`src/rtl/priority_sorted_wait_queue_top_macros.svh`:
```
// assertion macros for the wait queue rtl
`ifndef PRIORITY_SORTED_WAIT_QUEUE_TOP_MACROS_SVH
`define PRIORITY_SORTED_WAIT_QUEUE_TOP_MACROS_SVH

// same-cycle implication, checked on every clock outside reset
`define PSQ_ASSERT_NOW(label, ante, cons, msg) \
    label: assert property (@(posedge clk) disable iff (!rst_n) (ante) |-> (cons)) \
        else $error(msg);

// next-cycle implication, checked on every clock outside reset
`define PSQ_ASSERT_NEXT(label, ante, cons, msg) \
    label: assert property (@(posedge clk) disable iff (!rst_n) (ante) |=> (cons)) \
        else $error(msg);

`endif

```
`src/rtl/psq_pkg.sv`:
```
// shared types and codes for the priority sorted wait queue
`default_nettype none

package psq_pkg;

    localparam int OPCODE_W = 2;
    localparam int THREAD_W = 4;
    localparam int PRIO_W   = 8;

    localparam logic [OPCODE_W-1:0] OP_INSERT = 2'd0;
    localparam logic [OPCODE_W-1:0] OP_POP    = 2'd1;
    localparam logic [OPCODE_W-1:0] OP_REMOVE = 2'd2;

    typedef struct packed {
        logic [THREAD_W-1:0] removed_thread;
        logic                removed_valid;
        logic                queue_empty;
    } psq_result_t;

endpackage

`default_nettype wire

```
`src/rtl/psq_walker.sv`:
```
// list sequencer: link and priority memories walked one entry at a time
`default_nettype none

`include "priority_sorted_wait_queue_top_macros.svh"

module psq_walker #(
    parameter int NUM_THREADS = 16
) (
    input  wire logic                          clk,
    input  wire logic                          rst_n,
    input  wire logic                          start,
    output logic                               idle,
    input  wire logic [psq_pkg::OPCODE_W-1:0]  opcode,
    input  wire logic [psq_pkg::THREAD_W-1:0]  thread_index,
    input  wire logic [psq_pkg::PRIO_W-1:0]    priority_req,
    output logic                               done,
    input  wire logic                          done_ack,
    output psq_pkg::psq_result_t               result
);

    localparam int IW = (NUM_THREADS > 1) ? $clog2(NUM_THREADS) : 1;
    localparam int LW = $clog2(NUM_THREADS + 1);
    localparam logic [LW-1:0] NONE_LINK = LW'(NUM_THREADS);

    localparam logic [3:0] S_IDLE  = 4'd0;
    localparam logic [3:0] S_HCMP  = 4'd1;
    localparam logic [3:0] S_CHECK = 4'd2;
    localparam logic [3:0] S_CMP   = 4'd3;
    localparam logic [3:0] S_LINK1 = 4'd4;
    localparam logic [3:0] S_LINK2 = 4'd5;
    localparam logic [3:0] S_USUCC = 4'd6;
    localparam logic [3:0] S_UCHK  = 4'd7;
    localparam logic [3:0] S_DONE  = 4'd8;

    logic [3:0]                     state_reg, state_next;
    logic [LW-1:0]                  head_reg, head_next;
    logic [NUM_THREADS-1:0]         queued_reg, queued_next;
    logic [psq_pkg::OPCODE_W-1:0]   op_reg, op_next;
    logic [IW-1:0]                  t_reg, t_next;
    logic [psq_pkg::PRIO_W-1:0]     prio_reg, prio_next;
    logic [IW-1:0]                  cur_reg, cur_next;
    logic [IW-1:0]                  nxt_reg, nxt_next;
    logic [LW-1:0]                  link_reg, link_next;
    logic [LW-1:0]                  succ_reg, succ_next;
    logic                           at_head_reg, at_head_next;
    logic [psq_pkg::THREAD_W-1:0]   res_thread_reg, res_thread_next;
    logic                           res_valid_reg, res_valid_next;

    logic [LW-1:0]                  next_mem [NUM_THREADS];
    logic [psq_pkg::PRIO_W-1:0]     prio_mem [NUM_THREADS];
    logic [LW-1:0]                  nx_q_reg;
    logic [psq_pkg::PRIO_W-1:0]     pr_q_reg;

    logic                           nx_we;
    logic [IW-1:0]                  nx_waddr;
    logic [LW-1:0]                  nx_wdata;
    logic [IW-1:0]                  nx_raddr;
    logic                           pr_we;
    logic [IW-1:0]                  pr_waddr;
    logic [psq_pkg::PRIO_W-1:0]     pr_wdata;
    logic [IW-1:0]                  pr_raddr;

    logic                           t_ok;
    logic [IW-1:0]                  t_idx;
    logic                           head_none;
    logic [IW-1:0]                  head_idx;

    assign t_ok      = (int'(thread_index) < NUM_THREADS);
    assign t_idx     = IW'(thread_index);
    assign head_none = (head_reg >= NONE_LINK);
    assign head_idx  = head_reg[IW-1:0];

    always_comb
    begin
        state_next      = state_reg;
        head_next       = head_reg;
        queued_next     = queued_reg;
        op_next         = op_reg;
        t_next          = t_reg;
        prio_next       = prio_reg;
        cur_next        = cur_reg;
        nxt_next        = nxt_reg;
        link_next       = link_reg;
        succ_next       = succ_reg;
        at_head_next    = at_head_reg;
        res_thread_next = res_thread_reg;
        res_valid_next  = res_valid_reg;
        nx_we           = 1'b0;
        nx_waddr        = cur_reg;
        nx_wdata        = link_reg;
        nx_raddr        = cur_reg;
        pr_we           = 1'b0;
        pr_waddr        = t_idx;
        pr_wdata        = priority_req;
        pr_raddr        = head_idx;
        done            = 1'b0;

        unique case (state_reg)
            S_IDLE:
            begin
                if (start)
                begin
                    op_next         = opcode;
                    res_thread_next = '0;
                    res_valid_next  = 1'b0;
                    state_next      = S_DONE;
                    unique case (opcode)
                        psq_pkg::OP_INSERT:
                        begin
                            if (t_ok && !queued_reg[t_idx])
                            begin
                                queued_next[t_idx] = 1'b1;
                                pr_we     = 1'b1;
                                t_next    = t_idx;
                                prio_next = priority_req;
                                if (head_none)
                                begin
                                    link_next    = NONE_LINK;
                                    at_head_next = 1'b1;
                                    state_next   = S_LINK1;
                                end
                                else
                                begin
                                    pr_raddr   = head_idx;
                                    state_next = S_HCMP;
                                end
                            end
                        end
                        psq_pkg::OP_POP:
                        begin
                            if (!head_none)
                            begin
                                res_thread_next       = psq_pkg::THREAD_W'(head_reg);
                                res_valid_next        = 1'b1;
                                queued_next[head_idx] = 1'b0;
                                t_next                = head_idx;
                                nx_raddr              = head_idx;
                                state_next            = S_USUCC;
                            end
                        end
                        psq_pkg::OP_REMOVE:
                        begin
                            if (t_ok && queued_reg[t_idx])
                            begin
                                res_valid_next     = 1'b1;
                                queued_next[t_idx] = 1'b0;
                                t_next             = t_idx;
                                nx_raddr           = t_idx;
                                state_next         = S_USUCC;
                            end
                        end
                        default:
                        begin
                            state_next = S_DONE;
                        end
                    endcase
                end
            end
            S_HCMP:
            begin
                if (prio_reg < pr_q_reg)
                begin
                    link_next    = head_reg;
                    at_head_next = 1'b1;
                    state_next   = S_LINK1;
                end
                else
                begin
                    cur_next     = head_idx;
                    nx_raddr     = head_idx;
                    at_head_next = 1'b0;
                    state_next   = S_CHECK;
                end
            end
            S_CHECK:
            begin
                if (nx_q_reg >= NONE_LINK)
                begin
                    link_next  = NONE_LINK;
                    state_next = S_LINK1;
                end
                else
                begin
                    nxt_next   = nx_q_reg[IW-1:0];
                    pr_raddr   = nx_q_reg[IW-1:0];
                    state_next = S_CMP;
                end
            end
            S_CMP:
            begin
                if (prio_reg < pr_q_reg)
                begin
                    link_next  = LW'(nxt_reg);
                    state_next = S_LINK1;
                end
                else
                begin
                    cur_next   = nxt_reg;
                    nx_raddr   = nxt_reg;
                    state_next = S_CHECK;
                end
            end
            S_LINK1:
            begin
                nx_we    = 1'b1;
                nx_waddr = t_reg;
                nx_wdata = link_reg;
                if (at_head_reg)
                begin
                    head_next  = LW'(t_reg);
                    state_next = S_DONE;
                end
                else
                begin
                    state_next = S_LINK2;
                end
            end
            S_LINK2:
            begin
                nx_we      = 1'b1;
                nx_waddr   = cur_reg;
                nx_wdata   = LW'(t_reg);
                state_next = S_DONE;
            end
            S_USUCC:
            begin
                succ_next = nx_q_reg;
                if (head_reg == LW'(t_reg))
                begin
                    head_next  = nx_q_reg;
                    state_next = S_DONE;
                end
                else
                begin
                    cur_next   = head_idx;
                    nx_raddr   = head_idx;
                    state_next = S_UCHK;
                end
            end
            S_UCHK:
            begin
                if (nx_q_reg == LW'(t_reg))
                begin
                    nx_we      = 1'b1;
                    nx_waddr   = cur_reg;
                    nx_wdata   = succ_reg;
                    state_next = S_DONE;
                end
                else if (nx_q_reg >= NONE_LINK)
                begin
                    state_next = S_DONE;
                end
                else
                begin
                    cur_next = nx_q_reg[IW-1:0];
                    nx_raddr = nx_q_reg[IW-1:0];
                end
            end
            S_DONE:
            begin
                done = 1'b1;
                if (done_ack)
                begin
                    state_next = S_IDLE;
                end
            end
            default:
            begin
                state_next = S_IDLE;
            end
        endcase
    end

    always_ff @(posedge clk or negedge rst_n)
    begin
        if (!rst_n)
        begin
            state_reg  <= S_IDLE;
            head_reg   <= NONE_LINK;
            queued_reg <= '0;
        end
        else
        begin
            state_reg  <= state_next;
            head_reg   <= head_next;
            queued_reg <= queued_next;
        end
    end

    always_ff @(posedge clk)
    begin
        op_reg         <= op_next;
        t_reg          <= t_next;
        prio_reg       <= prio_next;
        cur_reg        <= cur_next;
        nxt_reg        <= nxt_next;
        link_reg       <= link_next;
        succ_reg       <= succ_next;
        at_head_reg    <= at_head_next;
        res_thread_reg <= res_thread_next;
        res_valid_reg  <= res_valid_next;
    end

    // link memory
    always_ff @(posedge clk)
    begin
        if (nx_we)
        begin
            next_mem[nx_waddr] <= nx_wdata;
        end
        nx_q_reg <= next_mem[nx_raddr];
    end

    // priority memory
    always_ff @(posedge clk)
    begin
        if (pr_we)
        begin
            prio_mem[pr_waddr] <= pr_wdata;
        end
        pr_q_reg <= prio_mem[pr_raddr];
    end

    assign idle                  = (state_reg == S_IDLE);
    assign result.removed_thread = res_thread_reg;
    assign result.removed_valid  = res_valid_reg;
    assign result.queue_empty    = head_none;

    `PSQ_ASSERT_NOW(a_head_queued, idle && !head_none, queued_reg[head_idx], "head thread not marked queued")
    `PSQ_ASSERT_NOW(a_empty_no_flags, idle && head_none, queued_reg == '0, "empty queue with queued flags")
    `PSQ_ASSERT_NOW(a_insert_no_removal, done && (op_reg == psq_pkg::OP_INSERT), !res_valid_reg, "insert reported a removal")
    `PSQ_ASSERT_NEXT(a_start_busy, start && idle, !idle, "sequencer stayed idle after a transfer")

endmodule

`default_nettype wire

```
`src/rtl/priority_sorted_wait_queue_top.sv`:
```
// Priority sorted wait queue. Threads are kept in a singly linked list ordered by priority,
// lower value first, equal priorities first in first out. One operation is taken at a time:
// in_ready is high only while the list sequencer is idle. A pop, an insert into an empty
// queue or ahead of the head needs no walk; any other insert walks the list, reading a link
// and a priority for each queued entry it passes, and a named removal of any thread but the
// head walks from the head to the entry ahead of it. The walk is set by the single read
// port of the link memory and the priority memory, each read with a registered output.
// Results leave through an output register, so the next walk runs while a result waits;
// that walk finishes only once the register is free.
`default_nettype none

module priority_sorted_wait_queue_top #(
    parameter int NUM_THREADS = 16
) (
    input  wire logic                          clk,
    input  wire logic                          rst_n,
    input  wire logic                          in_valid,
    output logic                               in_ready,
    input  wire logic [psq_pkg::OPCODE_W-1:0]  opcode,
    input  wire logic [psq_pkg::THREAD_W-1:0]  thread_index,
    input  wire logic [psq_pkg::PRIO_W-1:0]    priority_req,
    output logic                               out_valid,
    input  wire logic                          out_ready,
    output logic [psq_pkg::THREAD_W-1:0]       removed_thread,
    output logic                               removed_valid,
    output logic                               queue_empty
);

    logic                   idle;
    logic                   start;
    logic                   done;
    logic                   done_ack;
    psq_pkg::psq_result_t   result;
    logic                   out_valid_reg, out_valid_next;
    psq_pkg::psq_result_t   out_reg, out_next;

    assign in_ready = idle;
    assign start    = in_valid && idle;
    assign done_ack = !out_valid_reg || out_ready;

    psq_walker #(
        .NUM_THREADS (NUM_THREADS)
    ) u_walker (
        .clk          (clk),
        .rst_n        (rst_n),
        .start        (start),
        .idle         (idle),
        .opcode       (opcode),
        .thread_index (thread_index),
        .priority_req (priority_req),
        .done         (done),
        .done_ack     (done_ack),
        .result       (result)
    );

    always_comb
    begin
        out_valid_next = out_valid_reg;
        out_next       = out_reg;
        priority if (done && done_ack)
        begin
            out_valid_next = 1'b1;
            out_next       = result;
        end
        else if (out_ready)
        begin
            out_valid_next = 1'b0;
        end
    end

    always_ff @(posedge clk or negedge rst_n)
    begin
        if (!rst_n)
        begin
            out_valid_reg <= 1'b0;
        end
        else
        begin
            out_valid_reg <= out_valid_next;
        end
    end

    // result payload
    always_ff @(posedge clk)
    begin
        out_reg <= out_next;
    end

    assign out_valid      = out_valid_reg;
    assign removed_thread = out_reg.removed_thread;
    assign removed_valid  = out_reg.removed_valid;
    assign queue_empty    = out_reg.queue_empty;

endmodule

`default_nettype wire

```
`config.mk`:
```
export PLATFORM = sky130hd
export DESIGN_NAME = priority_sorted_wait_queue_top
export DESIGN_NICKNAME = d
export VERILOG_FILES = /design/src/rtl/psq_pkg.sv /design/src/rtl/psq_walker.sv /design/src/rtl/priority_sorted_wait_queue_top.sv
export VERILOG_INCLUDE_DIRS = /design/src /design/src/rtl
export SDC_FILE = /design/constraint.sdc
export NUM_CORES = 1
export LEC_CHECK = 0
export ABC_CLOCK_PERIOD_IN_PS = 8200
export BUFFER_PORTS_ARGS = -buffer_cell sky130_fd_sc_hd__buf_2
export CORE_MARGIN = 8
export CORE_UTILIZATION = 38
export CTS_CLUSTER_DIAMETER = 200
export DETAILED_ROUTE_END_ITERATION = 10
export GPL_TIMING_DRIVEN = 0
export SLEW_MARGIN = 20
export SYNTH_ARGS = -nofsm -noshare
export SYNTH_HDL_FRONTEND = slang
export SYNTH_SLANG_ARGS = --single-unit
```
`constraint.sdc`:
```
create_clock -name clk -period 8.2 [get_ports clk]
set_input_delay 0.41 -clock clk [delete_from_list [all_inputs] [get_ports clk]]
set_output_delay 0.41 -clock clk [all_outputs]
set_load 0.005 [all_outputs]
```
* Word-level counts from Yosys, hierarchy flattened
Memory sizes are Yosys's and may differ from the RTL's. A register that Yosys moved wholly into a read port is not among the register bits.
Index checks and enable logic that the tools add are counted.
Widths: inputs -> output; s select.
** Word-level totals
- Bits in registers :: 68
- Memory bits (writable) :: 208
- Logic and storage cells :: 161
- Memories :: 2
** Cells by class
- Order comparisons :: 7
- Eq/ne operators :: 26
- Mux-type cells :: 77
- Bitwise operators :: 8
- Reduce and logical (&&, ||, !) cells :: 25
** Memories
- u_walker.prio_mem :: words 16, width 8, rd ports 1, clocked after Yosys merged registers in 1, wr ports 1, RTL line psq_walker.sv:50 : logic [psq_pkg::PRIO_W-1:0] prio_mem [NUM_THREADS];
- u_walker.next_mem :: words 16, width 5, rd ports 1, clocked after Yosys merged registers in 1, wr ports 1, RTL line psq_walker.sv:49 : logic [LW-1:0] next_mem [NUM_THREADS];
** Operator list (count)
- $mux 4 :: 23
- $mux 5 :: 10
- $mux 16 :: 3
- $pmux 16 s3 :: 1
- $and 16x16->16 :: 2
- $not 16->16 :: 2
- $pmux 4 s8 :: 1
- $pmux 4 s3 :: 2
- $mux 1 :: 22
- $pmux 4 s5 :: 1
- $pmux 5 s2 :: 2
- $pmux 5 s4 :: 1
- $ne 2x1->1 const B :: 9
- $eq 4x3->1 const B :: 4
- $or 16x16->16 :: 1
- $pmux 4 s4 :: 1
- $eq 5x4->1 :: 2
- $ge 5x5->1 const B :: 2
- $lt 4x5->1 const B :: 2
- $mux 3 :: 3
- $demux 1 s4 :: 2
- $eq 4x2->1 const B :: 2
- $ge 4x1->1 const B :: 2
- $lt 8x8->1 :: 1
- 25 further kinds :: 42

* Depth between registers and ports, before layout
- Depth in word-level cells :: 8
- Mapped depth :: 15

* Cells and area by module
From an unflattened synthesis, not the netlist that was laid out.
** Second synthesis, totals
- Cell total of the unflattened synthesis :: 1106
- Area total of the unflattened synthesis :: 13242.7 sq um
** By module, submodules not included
- psq_walker :: times used 1, cells each 1095, area an instance 13002.5 sq um, sequential area each 8214.1 sq um
- priority_sorted_wait_queue_top :: times used 1, cells each 11, area an instance 240.2 sq um, sequential area each 205.2 sq um

* Worst setup path after synthesis
OpenSTA, ideal clock, no wires.
- Kind :: register to register
- Start :: reg u_walker.prio_reg[2] (netlist bit)
- End :: reg u_walker.nx_q_reg[0] (read register of u_walker.next_mem)
- Library setup time :: 0.082 ns
- Arrival time :: 2.955 ns
- Setup slack :: 5.163 ns
- Stages on the path, launching flop included :: 12
- Buffers on the path :: 2
- Period minus slack after synthesis :: 3.037 ns
- Cells stage by stage :: edfxtp_1 -> ha_1 -> a211oi_1 -> o21ai_0 -> a21oi_2 -> buf_2 -> mux2_2 -> o211ai_1 -> a2111oi_4 -> buf_2 -> mux2_2 -> o221ai_1
** On the way
- Longest elaborated chain between the ends :: 3
- Elaborated cells between the ends (all ways) :: 4
** Ends and longest elaborated chain
- start, declared :: RTL line psq_walker.sv:40 : logic [psq_pkg::PRIO_W-1:0] prio_reg, prio_next;
- start signal, assigned :: RTL line psq_walker.sv:294 : prio_reg <= prio_next;
- $lt 8x8->1 (*) :: RTL line psq_walker.sv:161, psq_walker.sv:191
- $mux 4, on equally long branches :: RTL line psq_walker.sv:191, psq_walker.sv:161
- $pmux 4 s5 (*) :: RTL line psq_walker.sv:98 : unique case (state_reg)
- end, declared :: RTL line psq_walker.sv:51 : logic [LW-1:0] nx_q_reg;
Every way passes the cells marked *; elsewhere a longest branch is shown, timed or not.
A chain may end at the register's enable or synchronous reset.

* Worst setup path in the final report
Same ends and word-level chain as after synthesis.

==> impl_metrics.toml <==
[status]
status = "complete, no violations"

[floorplanning]
die_area_um2 = 41310
fp.dieH_um = 203.2
rows = 68
ios = 26
start_util_pct = 38.57
die_w_um = 203.2
core_area_um2 = 34540

[pwr]
leakage_nw = 5.077
peakVddDrop_uv = 195.3
fin_total_pwr_mw = 5.885
power.density_nw_per_um2 = 389.6

[logic_synthesis]
ys_ff_latch = 289
synthAdderAreaFrac_pct = 1.033
syn_nets = 1156
synth_xor_area_share_pct = 0.5259
synthesis.instances = 1127
syn_area_um2 = 13320
synthMuxAreaShare_pct = 5.165
yosys_warnings = 0
synth_top_family_by_area = "simple AND/OR/NAND/NOR gates"
synth_top_area_share_pct = 56.35
ys_types = 68
synth_area_leaders = "edfxtp_1 56%, dfrtp_1 4.7%, nand2_1 4.1%, nor2_1 2.7%, mux2i_1 2.6%"
yosys.area.top_type = "edfxtp_1"
async_reset_ff_share_pct = 8.997
avgSynthCellArea_um2 = 11.82
synth_simple_gate_area_share_pct = 14.79
synthFlopType = "edfxtp_1"
synth_compound_gate_area_share_pct = 12.15
synth_edf_count = 250
yosysSeqAreaShare_pct = 63.19

[final_layout]
fin_util_pct = 43.73
syn_to_final_growth_pct = 13.39
largest_reg_flops = 128
final_common_cell = "edfxtp_1"
drive_gt1_share_pct = 10.80
finalNetCount = 1218
final_cell_mix = "250 x edfxtp_1, 146 x nand2_1, 95 x nor2_1"
diodes = 0

[hold_path]
min_delay_worst_endpoint = "out_valid$_DFFE_PN0P_"
holdCritPathClass = "input port to register"
holdCritStartpoint = "out_ready"
hold_depth = 3

[clocking]
cts_buffers = 30
cts_num_sinks = 289
cts.repair.resized = 0
clock_latency_ps = 580
clk_root_buffer_cell = "clkbuf_16"
h-tree-depth = 1
clk_pin_slew_worst_paths_ps = 60
cts_buffer_depth = 3
cts_tree = "done"

[global_route]
grt_pass1_wl_um = 53300
antenna_found_initial = 2
grt-ovfl-total = 0
grt_max_degree = 27
grt_usage_pct = 16.53
grt_pass1_vias = 8803

[sta]
hold_viol_final = 0
maxSlewViolCount = 0
slew_headroom_pct = 32.64
fmaxAchievable_ghz = 0.2465
finalSetupTns_ps = 0
worstMarginPinSlew_ps = 1007
period_share_pct = 49.47
period_minus_slack_ps = 4057
fin_ws_ps = 4143
skew_ps = 33.32
rsz0062_at_grt = "no"
setup_violations = 0

[critical_path]
r2r_end = "u_walker.nx_q_reg[0]$_DFF_P_"
critPathKind = "register to register"
cp_num_cells = 12
worstPathMaxFanout = 10
worst_setup_path_start_kind = "register"
cp.required_ps = 8580
arrival_ps = 4440
reg2reg_slack_ps = 4140
cpPeakStageDelay_ps = 630
worst_setup_path_end_kind = "register"
crit_buf_inv = 2
rr_startpoint = "u_walker.prio_reg[2]$_DFFE_PP_"
r2r_cells = 12
crit_family = "compound AO/OA/AOI/OAI gates"
cpMaxStageDelayCell = "a211oi_1"
crit_top_cell = "a211oi_1"
crit_chain = "ha_1 > a211oi_1 > o21ai_0 > a21oi_2 > buf_2 > nor2_1 > a21oi_1 > o211ai_1 > a211oi_1 > clkinv_1 > a32oi_1 > o221ai_1"

[detailed_routing]
drc = 0
dr_wl_met3_um = 2417
drt.antenna.violating_nets = 0
maxUsedRoutingLayer = "met5"
initialDrtViolationCount = 712
wl_met2_um = 15410
wl_um = 34810
first_pass_iters = 5
via_per_inst = 5.505
drt-met1-wl_um = 16520
vias = 9182
post_drt_wl_per_cell_um = 20.87

[place]
pre_cts_slack_ps = 4285
io_buffers = 25
hpwl_um = 24670
place_congestion = 0.8668

[run]
maxCapViolations = 0
## power by group
| part | total [mW] | internal (mW) | switching (mW) |
|---|---|---|---|
| clock network | 1.36 | 0.789 | 0.568 |
| logic | 2.56 | 0.844 | 1.71 |
| registers | 1.97 | 1.87 | 0.0998 |
| total | 5.89 | 3.50 | 2.38 |
## layout make-up
| type | instances | area [µm²] |
|---|---|---|
| buffer | 78 | 327.8 |
| clock buffer | 44 | 853.3 |
| clock inverter | 12 | 143.9 |
| fill | 3218 | 19440 |
| inverter | 24 | 90.09 |
| multi-input combinational | 736 | 4519 |
| sequential | 289 | 8419 |
| tap | 455 | 569.3 |
| timing repair buffer | 30 | 183.9 |
## cell usage after synthesis, drive strengths merged (2+ instances only)
cell type,n
o21ai,51
nor2,98
a31oi,30
o221ai,6
nor3,18
a211o,2
mux4,3
a21boi,5
nor2b,9
a2111oi,4
mux2,24
dfrtp,25
o22a,16
a211oi,35
nor4,7
inv,22
nor3b,3
nor4b,2
nand4,9
o211ai,3
buf,16
dfxtp,13
nand2b,14
and2,37
mux2i,35
a21o,2
nand3,64
o21bai,5
and3,6
clkinv,2
a32oi,5
ha,11
o22ai,9
edfxtp,250
clkbuf,62
a21oi,33
xnor2,7
nand2,146
a311oi,20
nand3b,5
## tightest hold or removal path, stage by stage
cell and delay [ps]:
buf_2 70, nand2b_1 130, nand2_1 60
## worst max path at each step
| stage | slack [ps] | startpoint | end |
|---|---|---|---|
| after global placement | 3920 | u_walker.state_reg[3]$_DFFE_PN0P_ | u_walker.pr_q_reg[7]$_DFF_P_ |
| final | 4140 | u_walker.prio_reg[2]$_DFFE_PP_ | u_walker.nx_q_reg[0]$_DFF_P_ |
| after global routing | 3840 | u_walker.prio_reg[2]$_DFFE_PP_ | u_walker.nx_q_reg[1]$_DFF_P_ |
| after floorplan | 5160 | u_walker.prio_reg[2]$_DFFE_PP_ | u_walker.nx_q_reg[0]$_DFF_P_ |
| after CTS | 4210 | u_walker.prio_reg[2]$_DFFE_PP_ | u_walker.nx_q_reg[1]$_DFF_P_ |
| after detailed placement | 4280 | u_walker.prio_reg[2]$_DFFE_PP_ | u_walker.nx_q_reg[1]$_DFF_P_ |
## through the flow
step / cells / area [µm²] / hold WS [ps]
floorplan: 1127 / 13320 / 114.4
global placement: 1607 / 14020 / 406.5
detailed placement: 1611 / 14090 / 404.5
CTS: 1668 / 15100 / 117.5
global route: 1668 / 15110 / 159.4
finish: 1668 / 15110 / 129.7
## per-layer routing
metal,vias up,global-route usage [%]
met4,4,3.626
met1,4486,24.71
met5,-,0
li1,4332,-
met2,327,24.96
met3,33,2.586
## cell families after synthesis
kind of cell / after synthesis
buffers and inverters: 102
xor gates and xnor gates: 8
AOI/OAI and AO/OA: 233
adders and majority gates: 11
muxes: 62
and+or+nand+nor: 422
DFF: 289
## timing repair
item	in CTS	in global routing
buffers inserted	0	0
hold buffers	1	0
endpoints found under the hold margin	25	0
No activity file was read; power rests on OpenSTA's default activity.
